**src/sv/tcode_pkg.sv**
```systemverilog
// Package with the calibration table, widths, state codes and fixed-point helpers.
`default_nettype none

package tcode_pkg;

  localparam int TABLE_ENTRIES = 32;
  localparam int FRAC_BITS     = 8;
  localparam int CODE_W        = 16;
  localparam int DEG_W         = 8;
  localparam int TEMP_W        = 16;
  localparam int IDX_W         = $clog2(TABLE_ENTRIES);

  typedef logic [CODE_W-1:0]        code_t;
  typedef logic signed [DEG_W-1:0]  deg_t;
  typedef logic [IDX_W-1:0]         idx_t;

  typedef struct packed {
    deg_t  deg;
    code_t code;
  } cal_entry_t;

  localparam code_t CAL_CODE [TABLE_ENTRIES] = '{
    16'd28480, 16'd28179, 16'd27851, 16'd27497, 16'd27114, 16'd26702, 16'd26261, 16'd25792,
    16'd25296, 16'd24775, 16'd24232, 16'd23671, 16'd23097, 16'd22515, 16'd21933, 16'd21357,
    16'd20793, 16'd20250, 16'd19733, 16'd19247, 16'd18797, 16'd18387, 16'd18017, 16'd17688,
    16'd17400, 16'd17151, 16'd16938, 16'd16757, 16'd16609, 16'd16487, 16'd16387, 16'd16308
  };

  localparam deg_t CAL_DEG [TABLE_ENTRIES] = '{
    8'sd125, 8'sd120, 8'sd115, 8'sd110, 8'sd105, 8'sd100, 8'sd95,  8'sd90,
    8'sd85,  8'sd80,  8'sd75,  8'sd70,  8'sd65,  8'sd60,  8'sd55,  8'sd50,
    8'sd45,  8'sd40,  8'sd35,  8'sd30,  8'sd25,  8'sd20,  8'sd15,  8'sd10,
    8'sd5,   8'sd0,   -8'sd5,  -8'sd10, -8'sd15, -8'sd20, -8'sd25, -8'sd30
  };

  function automatic int max_deg_step();
    int m;
    int d;
    m = 1;
    for (int i = 1; i < TABLE_ENTRIES; i++) begin
      d = int'(CAL_DEG[i-1]) - int'(CAL_DEG[i]);
      if (d > m) begin
        m = d;
      end
    end
    return m;
  endfunction

  localparam int MAX_DDEG = max_deg_step();
  // The offset inside a segment is below its span, so the quotient stays below
  // the largest degree step times two to the fraction bits.
  localparam int Q_W      = $clog2(MAX_DDEG + 1) + FRAC_BITS;
  localparam int NUM_W    = CODE_W + Q_W;
  localparam int SUM_A    = (DEG_W + FRAC_BITS > Q_W + 1) ? DEG_W + FRAC_BITS : Q_W + 1;
  localparam int SUM_W    = ((SUM_A > TEMP_W) ? SUM_A : TEMP_W) + 1;

  typedef logic [Q_W-1:0] quo_t;

  localparam logic signed [SUM_W-1:0] T_MAX = SUM_W'(2**(TEMP_W-1) - 1);
  localparam logic signed [SUM_W-1:0] T_MIN = SUM_W'(-(2**(TEMP_W-1)));

  typedef enum logic [2:0] {
    ST_IDLE,
    ST_CHECK,
    ST_SRCH_RD,
    ST_SRCH_CMP,
    ST_RD_HI,
    ST_PREP,
    ST_DIV
  } state_t;

  function automatic logic signed [TEMP_W-1:0] fix_temp(deg_t d, quo_t a);
    logic signed [SUM_W-1:0] t;
    logic signed [TEMP_W-1:0] r;
    t = ({{(SUM_W-DEG_W){d[DEG_W-1]}}, d} << FRAC_BITS) + {{(SUM_W-Q_W){1'b0}}, a};
    if (t > T_MAX) begin
      r = T_MAX[TEMP_W-1:0];
    end else if (t < T_MIN) begin
      r = T_MIN[TEMP_W-1:0];
    end else begin
      r = t[TEMP_W-1:0];
    end
    return r;
  endfunction

  localparam logic signed [TEMP_W-1:0] TEMP_TOP    = fix_temp(CAL_DEG[0], '0);
  localparam logic signed [TEMP_W-1:0] TEMP_BOTTOM = fix_temp(CAL_DEG[TABLE_ENTRIES-1], '0);

endpackage

`default_nettype wire

```
**src/sv/tcode_div.sv**
```systemverilog
// Restoring divider that produces one quotient bit per cycle.
`default_nettype none

module tcode_div (
  input  wire logic                      clk,
  input  wire logic                      rst,
  input  wire logic                      start,
  input  wire logic [tcode_pkg::NUM_W-1:0]  num,
  input  wire logic [tcode_pkg::CODE_W-1:0] span,
  output logic                           done,
  output tcode_pkg::quo_t                quo
);
  import tcode_pkg::*;

  localparam int CNT_W = (Q_W > 1) ? $clog2(Q_W) : 1;

  logic [NUM_W-1:0] rem;
  logic [NUM_W-1:0] dvs;
  logic [CNT_W-1:0] cnt;
  logic             running;

  always_ff @(posedge clk) begin
    if (rst) begin
      running <= 1'b0;
      done    <= 1'b0;
    end else begin
      done <= 1'b0;
      if (start) begin
        running <= 1'b1;
        rem     <= num;
        dvs     <= NUM_W'(span) << (Q_W - 1);
        cnt     <= CNT_W'(Q_W - 1);
        quo     <= '0;
      end else if (running) begin
        if (rem >= dvs) begin
          rem <= rem - dvs;
          quo <= {quo[Q_W-2:0], 1'b1};
        end else begin
          quo <= {quo[Q_W-2:0], 1'b0};
        end
        dvs <= dvs >> 1;
        cnt <= cnt - CNT_W'(1);
        if (cnt == '0) begin
          running <= 1'b0;
          done    <= 1'b1;
        end
      end
    end
  end

endmodule

`default_nettype wire

```
**src/sv/thermistor_code_to_temperature.sv**
```systemverilog
// Top level: converts a raw sensor code to temperature by table search and interpolation.
//
//   channel   signals                       direction  handshake
//   command   start, busy, raw_code         in         taken when start is high, busy low
//   result    done, temp_q8, saturated      out        one-cycle strobe, cannot be stalled
//
// A code at or beyond a table end gives its result from the check state, with no search.
// Other codes take a binary search over the table memory (a read state and a compare
// state per step), two table reads for the segment ends, and a division for the
// fraction of the segment.
// Synchronous reset clears the control state; the table needs no clearing.
// The block takes one transaction at a time and holds busy until its result is out.
`default_nettype none

module thermistor_code_to_temperature (
  input  wire logic                              clk,
  input  wire logic                              rst,
  input  wire logic                              start,
  output logic                                   busy,
  input  wire logic [tcode_pkg::CODE_W-1:0]      raw_code,
  output logic                                   done,
  output logic signed [tcode_pkg::TEMP_W-1:0]    temp_q8,
  output logic                                   saturated
);
  import tcode_pkg::*;

  localparam idx_t LAST = IDX_W'(TABLE_ENTRIES - 1);

  state_t     state;
  state_t     state_next;
  idx_t       rom_addr;
  cal_entry_t rom_data;
  logic       div_start;
  logic       div_done;
  quo_t       div_quo;

  code_t      x;
  idx_t       lo;
  idx_t       hi;
  code_t      code_lo;
  deg_t       deg_lo;
  code_t      diff;
  logic       zero_add;

  logic [IDX_W:0]             mid_sum;
  idx_t                       mid;
  logic [DEG_W:0]             ddeg;
  code_t                      span;
  logic [CODE_W+DEG_W-1:0]    prod;
  logic [NUM_W-1:0]           div_num;
  logic                       sat_hi;
  logic                       sat_lo;

  assign mid_sum = {1'b0, lo} + {1'b0, hi};
  assign mid     = mid_sum[IDX_W:1];
  assign ddeg    = {rom_data.deg[DEG_W-1], rom_data.deg} - {deg_lo[DEG_W-1], deg_lo};
  assign span    = rom_data.code - code_lo;
  assign prod    = diff * ddeg[DEG_W-1:0];
  assign div_num = NUM_W'(prod) << FRAC_BITS;
  assign sat_hi  = (x >= CAL_CODE[0]);
  assign sat_lo  = (x <= CAL_CODE[TABLE_ENTRIES-1]);
  assign busy    = (state != ST_IDLE);

  always_ff @(posedge clk) begin
    rom_data <= '{deg: CAL_DEG[rom_addr], code: CAL_CODE[rom_addr]};
  end

  always_ff @(posedge clk) begin
    if (rst) begin
      state <= ST_IDLE;
    end else begin
      state <= state_next;
    end
  end

  always_comb begin
    state_next = state;
    rom_addr   = '0;
    div_start  = 1'b0;
    unique case (state)
      ST_IDLE: begin
        if (start) begin
          state_next = ST_CHECK;
        end
      end
      ST_CHECK: begin
        if (sat_hi || sat_lo) begin
          state_next = ST_IDLE;
        end else begin
          state_next = ST_SRCH_RD;
        end
      end
      ST_SRCH_RD: begin
        if (lo == hi) begin
          rom_addr   = lo;
          state_next = ST_RD_HI;
        end else begin
          rom_addr   = mid;
          state_next = ST_SRCH_CMP;
        end
      end
      ST_SRCH_CMP: begin
        state_next = ST_SRCH_RD;
      end
      ST_RD_HI: begin
        rom_addr   = lo - IDX_W'(1);
        state_next = ST_PREP;
      end
      ST_PREP: begin
        div_start  = 1'b1;
        state_next = ST_DIV;
      end
      ST_DIV: begin
        if (div_done) begin
          state_next = ST_IDLE;
        end
      end
      default: begin
        state_next = ST_IDLE;
      end
    endcase
  end

  always_ff @(posedge clk) begin
    unique case (state)
      ST_IDLE: begin
        if (start) begin
          x <= raw_code;
        end
      end
      ST_CHECK: begin
        lo <= IDX_W'(1);
        hi <= LAST;
      end
      ST_SRCH_CMP: begin
        if (rom_data.code <= x) begin
          hi <= mid;
        end else begin
          lo <= mid + IDX_W'(1);
        end
      end
      ST_RD_HI: begin
        code_lo <= rom_data.code;
        deg_lo  <= rom_data.deg;
        diff    <= x - rom_data.code;
      end
      ST_PREP: begin
        zero_add <= (rom_data.code <= code_lo) || ddeg[DEG_W];
      end
      default: begin
      end
    endcase
  end

  always_ff @(posedge clk) begin
    if (rst) begin
      done <= 1'b0;
    end else begin
      done <= 1'b0;
      if (state == ST_CHECK && (sat_hi || sat_lo)) begin
        done      <= 1'b1;
        saturated <= 1'b1;
        temp_q8   <= sat_hi ? TEMP_TOP : TEMP_BOTTOM;
      end else if (state == ST_DIV && div_done) begin
        done      <= 1'b1;
        saturated <= 1'b0;
        temp_q8   <= fix_temp(deg_lo, zero_add ? '0 : div_quo);
      end
    end
  end

  tcode_div u_div (
    .clk   (clk),
    .rst   (rst),
    .start (div_start),
    .num   (div_num),
    .span  (span),
    .done  (div_done),
    .quo   (div_quo)
  );

`ifndef SYNTH
  // A result only follows a transaction that was in progress.
  assert property (@(posedge clk) disable iff (rst) done |-> $past(busy))
    else $error("result strobe without a transaction in progress");

  // An accepted transaction makes the block busy on the next cycle.
  assert property (@(posedge clk) disable iff (rst) (start && !busy) |=> busy)
    else $error("accepted transaction did not raise busy");

  // In a compare step the search window lies past the first table entry and holds more than one entry.
  assert property (@(posedge clk) disable iff (rst)
    (state == ST_SRCH_CMP) |-> (lo < hi && lo != '0))
    else $error("search window out of range");

  // A saturated result carries one of the table end temperatures.
  assert property (@(posedge clk) disable iff (rst)
    (done && saturated) |-> (temp_q8 == TEMP_TOP || temp_q8 == TEMP_BOTTOM))
    else $error("saturated result is not a table end temperature");
`endif

endmodule

`default_nettype wire

```
**config.mk**
```make
export PLATFORM = sky130hd
export DESIGN_NAME = thermistor_code_to_temperature
export DESIGN_NICKNAME = d
export VERILOG_FILES = /design/src/sv/tcode_pkg.sv /design/src/sv/tcode_div.sv /design/src/sv/thermistor_code_to_temperature.sv
export SDC_FILE = /design/constraint.sdc
export NUM_CORES = 1
export LEC_CHECK = 0
export ABC_AREA = 1
export BUFFER_PORTS_ARGS = -buffer_cell sky130_fd_sc_hd__clkbuf_2
export CAP_MARGIN = 15
export CORE_UTILIZATION = 55
export DETAILED_ROUTE_END_ITERATION = 10
export PLACE_DENSITY = 0.78
export SETUP_SLACK_MARGIN = 0.02
export SKIP_CTS_REPAIR_TIMING = 1
export SYNTH_ARGS = -nofsm -noshare
export SYNTH_HDL_FRONTEND = slang
export SYNTH_HIERARCHICAL = 1
export SYNTH_SLANG_ARGS = --single-unit
```
**constraint.sdc**
```tcl
create_clock -name clk -period 6.8 [get_ports clk]
set_input_delay 1.7 -clock clk [delete_from_list [all_inputs] [get_ports clk]]
set_output_delay 1.7 -clock clk [all_outputs]
set_load 0.01 [all_outputs]
```
== Word-level counts from Yosys, hierarchy flattened ==
Memories as Yosys holds them, arrays and structs flattened. A register that Yosys moved wholly into a read port is not among the register bits.
Index checks and enable logic that the tools add are counted.

* Word-level logic and storage cells: 104
* Memories: 2
* Bits in read-only memories: 768
* Bits in registers: 158

{| class="wikitable"
|+ Memories
! name !! depth !! width !! read ports !! clocked after memory_dff !! write ports !! line !! text
|-
| (no name shown) || 32 || 16 || 1 || 1 || 0 || thermistor_code_to_temperature.sv:65 || <nowiki>rom_data <= '{deg: CAL_DEG[rom_addr], code: CAL_CODE[rom_addr]};</nowiki>
|-
| (no name shown) || 32 || 8 || 1 || 1 || 0 || thermistor_code_to_temperature.sv:65 ||
|}

* Reductions and logical operators: 19
* Bitwise logic cells: 3
* Add/sub/neg operators: 9
* Multipliers: 1
* Multiplexer cells: 33
* Order comparisons: 7
* Equal/unequal tests: 11

{| class="wikitable"
|+ Operator list
! kind !! number
|-
| 27-bit 2-to-1 mux || 3
|-
| 16-bit 2-to-1 mux || 5
|-
| 26-bit 2-to-1 mux || 2
|-
| 16-bit less-or-equal comparator || 2
|-
| 16-bit subtractor || 2
|-
| 5-bit one-hot mux with 2 select lines || 3
|-
| 27-bit by 26-bit >= comparator with 1-bit output || 1
|-
| 27-bit by 26-bit subtractor with 27-bit output || 1
|-
| 11-bit 2-to-1 mux || 2
|-
| 3-bit one-hot mux with 7 select lines || 1
|-
| 16-bit by 8-bit multiplier with 19-bit output || 1
|-
| 16-bit by 12-bit adder with 17-bit output || 1
|-
| 17-bit by 16-bit greater-than comparator with 1-bit output (second input constant) || 1
|-
| 17-bit by 16-bit < comparator with 1-bit output (second input constant) || 1
|-
| 16-bit by 15-bit >= comparator with 1-bit output (second input constant) || 1
|-
| 16-bit by 14-bit less-or-equal comparator with 1-bit output (second input constant) || 1
|-
| 5-bit 2-to-1 mux || 3
|-
| 2-bit AND reduction || 6
|-
| 3-bit equality test (second input constant) || 3
|-
| 1-bit 2-to-1 mux || 9
|-
| 3-bit 2-to-1 mux || 3
|-
| 8-bit by 8-bit subtractor with 9-bit output || 1
|-
| 2-bit nonzero test || 4
|-
| 5-bit by 5-bit adder with 6-bit output || 1
|-
| other kinds (19) || 25
|}

== Longest topological paths before layout ==
* Depth after elaboration: 7
* Gate-level depth with buffers: 32

== Modules after synthesis ==
Netlist, hierarchy kept.

{| class="wikitable"
|+ Modules (own cells, without submodules)
! module !! area each (um^2) !! cells each !! times used
|-
| thermistor_code_to_temperature || 10,303.6 || 1,262 || 1
|-
| tcode_div || 5,064.9 || 703 || 1
|}

== Worst setup path before layout ==
Ideal clock, no wire load.

* Kind: flip-flop to flip-flop
* Start: reg deg_lo[0]
* End: reg u_div.rem[24], data pin
* Arrival: 5.220 ns
* Path buffers: 1
* Path slack: 1.327 ns
* Cell stages (with the launch flop): 29
* Required time: 6.547 ns
* Cell sequence: edfxtp_1 > ha_1 > inv_1 > fa_1 > nand2_1 > nand2_1 > nand2_1 > xnor2_1 > inv_1 > clkbuf_1 > nor2_1 > fa_1 > inv_1 > fa_1 > inv_1 > fa_1 > inv_1 > fa_1 > inv_1 > ha_1 > nand2_1 > nand2_1 > a31oi_1 > o311ai_0 > nand2_1 > nand3_1 > nand2b_1 > nand2_1 > nand2_1

* Cells in the longest elaborated chain, start to end: 3

{| class="wikitable"
|+ RTL lines
! item !! line !! text
|-
| from (decl) || thermistor_code_to_temperature.sv:41 || <nowiki>deg_t deg_lo;</nowiki>
|-
| from (signal assigned) || thermistor_code_to_temperature.sv:144 || <nowiki>deg_lo <= rom_data.deg;</nowiki>
|-
| 8-bit by 8-bit subtractor with 9-bit output || thermistor_code_to_temperature.sv:56 || <nowiki>assign ddeg = {rom_data.deg[DEG_W-1], rom_data.deg} - {deg_lo[DEG_W-1], deg_lo};</nowiki>
|-
| 16-bit by 8-bit multiplier with 19-bit output || thermistor_code_to_temperature.sv:58 || <nowiki>assign prod = diff * ddeg[DEG_W-1:0];</nowiki>
|-
| via prod[16] || thermistor_code_to_temperature.sv:49 || <nowiki>logic [CODE_W+DEG_W-1:0] prod;</nowiki>
|-
| 27-bit 2-to-1 mux || tcode_div.sv:28 || <nowiki>if (start) begin</nowiki>
|-
| to (signal assigned) || tcode_div.sv:30 || <nowiki>rem <= num;</nowiki>
|-
| to (signal assigned) || tcode_div.sv:36 || <nowiki>rem <= rem - dvs;</nowiki>
|-
| to (decl) || tcode_div.sv:17 || <nowiki>logic [NUM_W-1:0] rem;</nowiki>
|}

The timed path passes the listed nets, and every way through them passes these cells.
A chain may end at the register's enable or synchronous reset.

== Worst setup path after layout ==
Ends and elaborated chain as after synthesis.

==> results.md <==
- The most used flip-flop cell after synthesis is edfxtp_1.
- The H-tree depth reported by CTS is 4.
- The die extent in x is 169 um.
- The root buffer cell chosen for the clock tree is clkbuf_16.
- Max-cap violations in this run came to 0.
- The Yosys step of the flow raised 6 warnings.
- The netlist uses 58 different library cells.
- The number of antenna diodes in the final layout is 0.
- The number of routed nets with antenna violations is 0.
- The placer's final routability congestion estimate is 0.960.
- The layout has 2425 filler cells.
- 38 I/O pins were placed.
- The post-layout utilization of the core is 61.0%.
- The largest fanout on the critical path is 10.
- TritonCTS built the clock tree.
- The setup clock skew after layout is 0.0177 ns.
- Counting tap cells, the placed design contains a total of 2358 instances.
- The fraction of final layout cells sized beyond drive strength 1 is 7.73%.
- The global-route wire length before repair is 58.4 mm.
- The worst stage delay on the critical path is 0.56 ns.
- In this run, synthesis inferred 151 flip-flops with an integrated enable.
- The maximum number of pins on one net before global-route repair is 93.
- The path type of the worst setup path is register to register.
- The setup TNS after final layout is 0 ns.
- The area added between synthesis and finish is 7.90%.
- The clock edge transition at the registers on the reported setup and hold paths is 0.08 ns.
- At the worst endpoint, the required time is 6.98 ns.
- The worst voltage drop across the vdd grid is 0.000173 V.
- The smallest clock period supported by the final layout is computed as 6.01 ns.
- The maximum clock rate is 166 MHz.
- Dividing total power by cell area gives a power density of 234 mW/mm^2.
- The worst hold margin is 0.443 ns.
- Setup repair after global routing left no endpoint under its margin.
- Setup violations remaining at the end of the flow were counted as 0.
- Summed over all layers, the global routing overflow is 0.
- The period utilization is 88.4%.
- In this run the tightest slew margin relative to its limit is 31.1%.
- Counting every sink on the clock net gives 180.
- Using the TritonRoute via totals, the vias-per-cell ratio works out to 5.19.
- The initial DRC count is 870.
- The post-layout net count is 2220.
- The flow ran to the end, and the final reports show no timing, DRC or antenna violations.
- The area inside the core boundary is 0.0272 mm^2.
- The number of hold violations in the final report came to 0.
- Global routing used 25.7% of the available tracks across all layers.
- In this run, synthesis produced a sequential element count of 180.
- The combined area of all synthesized cells is 0.0154 mm^2.
- The worst-path cell with the longest stage delay is fa_1.
- Summed over all cells, the static leakage comes to 0.00826 uW.
- The die covers 0.0286 mm^2.
- The area of combinational cells with multiple inputs is 0.00851 mm^2.
- Sequential elements use 33.3% of the synthesized area.
- The die height is 169 um.
- The via count of the first global-routing pass is 12300.
- The maximum buffer depth of the clock tree is 2.
- The first-pass iteration count of the detailed router is 6.
- The count of non-filler cells in the finished layout is 2391.
- At the pin with the least slew margin, the transition time is 1.03 ns.
- The number of max-slew violations in the final report is 0.
- The worst setup path is launched from a register.
- Buffers inserted during clock tree synthesis total 17.
- Wires add up to 34.9 mm.
- The clock insertion delay at the later pin of the skew report is 0.44 ns.
- In this run the core area contains 60 standard-cell rows.
- The worst setup path is captured at a register.
- In this run the mean area of a mapped cell was 7.82 um^2.
- In the final routed layout, each cell accounts on average for 14.6 um.
- In the routed design, unresolved DRC markers number 0.
- The arrival time at the worst endpoint is 6.19 ns.
- The initial antenna violation count is 0.
- The placed wire-length estimate is 27.7 mm.
- Counting flops with an async set or reset pin after synthesis yields a share of 0%.
- The worst hold path belongs to the class register to register.
- Input and output buffers added on the ports amount to 37.
- Leaving out fill and tap cells, the most frequent cell in the layout is nand2_1.
- The total number of vias is 12400.
- The number of instances in the synthesized netlist is 1965.
- In the final layout, flip-flops and latches occupy 0.00511 mm^2.
- In this design, the critical path's most frequently occurring cell is nand2_1.
- The initial utilization of the core area, before any placement, comes to 56.6%.
- The top cell types in the final layout, fill and taps aside, are nand2_1, inv_1, nor2_1.
## through the flow
step           instance area [um^2]  total power (uW)  worst slack [ns]
2_1_floorplan                 15400              2520              1.33
3_3_place_gp                  15900              2820             0.984
3_5_place_dp                  15900              2870             0.805
4_1_cts                       16600              3890             0.779
5_1_grt                       16600              4170             0.242
6_report                      16600              3870             0.792
## cell families (layout without fill, tap and decap cells)
family	count (synthesis)	in the layout	share of synthesized area [%]
AO/OA/AOI/OAI	222	222	8.30
buffers and inverters	460	507	11.6
other	1	8	0.0244
flip-flops	180	180	33.3
XOR/XNOR	54	54	3.20
AND/OR/NAND/NOR	853	853	23.7
adder cells (fa/ha/maj)	195	195	19.9
## cell type report
type                    count  area share (%)
well taps                 372            2.81
clock buffers              17            2.57
multi-input cells        1332            51.3
repair buffers             44            1.55
flip-flops and latches    180            30.8
clock inverters            15            1.12
inverters                 431            9.76
## Yosys cell counts, types with 3 or more instances
cell type / count / share of area (%)
nand3b_1: 3 / 0.15
inv_1: 414 / 10
nand3_1: 92 / 3.0
xor2_1: 39 / 2.2
inv_2: 15 / 0.37
dfxtp_1: 29 / 3.8
or2_1: 8 / 0.33
nor3_1: 12 / 0.39
nor2_1: 177 / 4.3
a21o_1: 4 / 0.20
ha_1: 113 / 9.2
nand2_1: 481 / 12
clkbuf_1: 13 / 0.32
buf_6: 6 / 0.44
xnor2_1: 14 / 0.80
and2_1: 4 / 0.16
o21ai_1: 23 / 0.75
buf_2: 5 / 0.16
nand3_2: 6 / 0.39
nand2_2: 19 / 0.77
nor4_1: 3 / 0.12
a21oi_2: 3 / 0.17
a21oi_1: 90 / 2.9
nor2_2: 10 / 0.41
a31oi_1: 6 / 0.24
nor2_4: 4 / 0.29
edfxtp_1: 151 / 30
nand4_1: 19 / 0.77
o31ai_1: 3 / 0.15
nor3_2: 3 / 0.20
fa_1: 82 / 11
buf_1: 4 / 0.098
o21ai_0: 61 / 2.0
or2_2: 7 / 0.28
o211ai_1: 5 / 0.24
o21bai_1: 7 / 0.34
## critical path, delay by kind of cell (launching register included)
family / cells / cell delay, ns
AND/OR/NAND/NOR: 14 / 1.35
adder cells (fa/ha/maj): 7 / 3.03
buffers and inverters: 5 / 0.39
AO/OA/AOI/OAI: 2 / 0.56
flip-flops: 1 / 0.39
## sequential cells by signal, indices dropped and copies added, names as in the netlist, 3 cells and up
name / flops
code_lo: 15
deg_lo: 8
diff: 16
hi: 5
lo: 5
rom_data: 23
state: 3
temp_q8: 16
u_div/cnt: 4
u_div/dvs: 26
u_div/quo: 11
u_div/rem: 27
x: 16
## metal layers
metal	vias up	wire length, um	part of all wire [%]	GRT usage (%)
met5	-	0	0	0
met4	0	817	2.3	8.42
met3	55	1740	5.0	3.10
met2	333	17300	50	45.5
met1	5774	15000	43	32.5
li1	6255	-	-	-
## final timing paths
| kind | endpoint | slack [ns] | cells after the start | from |
|---|---|---|---|---|
| worst min-delay path | deg_lo[6]$_DFFE_PN_ | 0.44 | 0 | rom_data[22]$_DFF_P_ |
| worst max-delay path | u_div/rem[24]$_DFFE_PP_ | 0.79 | 28 | deg_lo[0]$_DFFE_PN_ |
| worst max register to register | u_div/rem[24]$_DFFE_PP_ | 0.79 | 28 | deg_lo[0]$_DFFE_PN_ |
| worst min register to register | deg_lo[6]$_DFFE_PN_ | 0.44 | 0 | rom_data[22]$_DFF_P_ |
## report_power, final
part	leakage [uW]	internal (uW)	switching (uW)
logic	0.00638	596	1000
registers	0.00158	1240	26.0
clock network	0.000296	530	482
No activity file was read; power rests on OpenSTA's default activity.
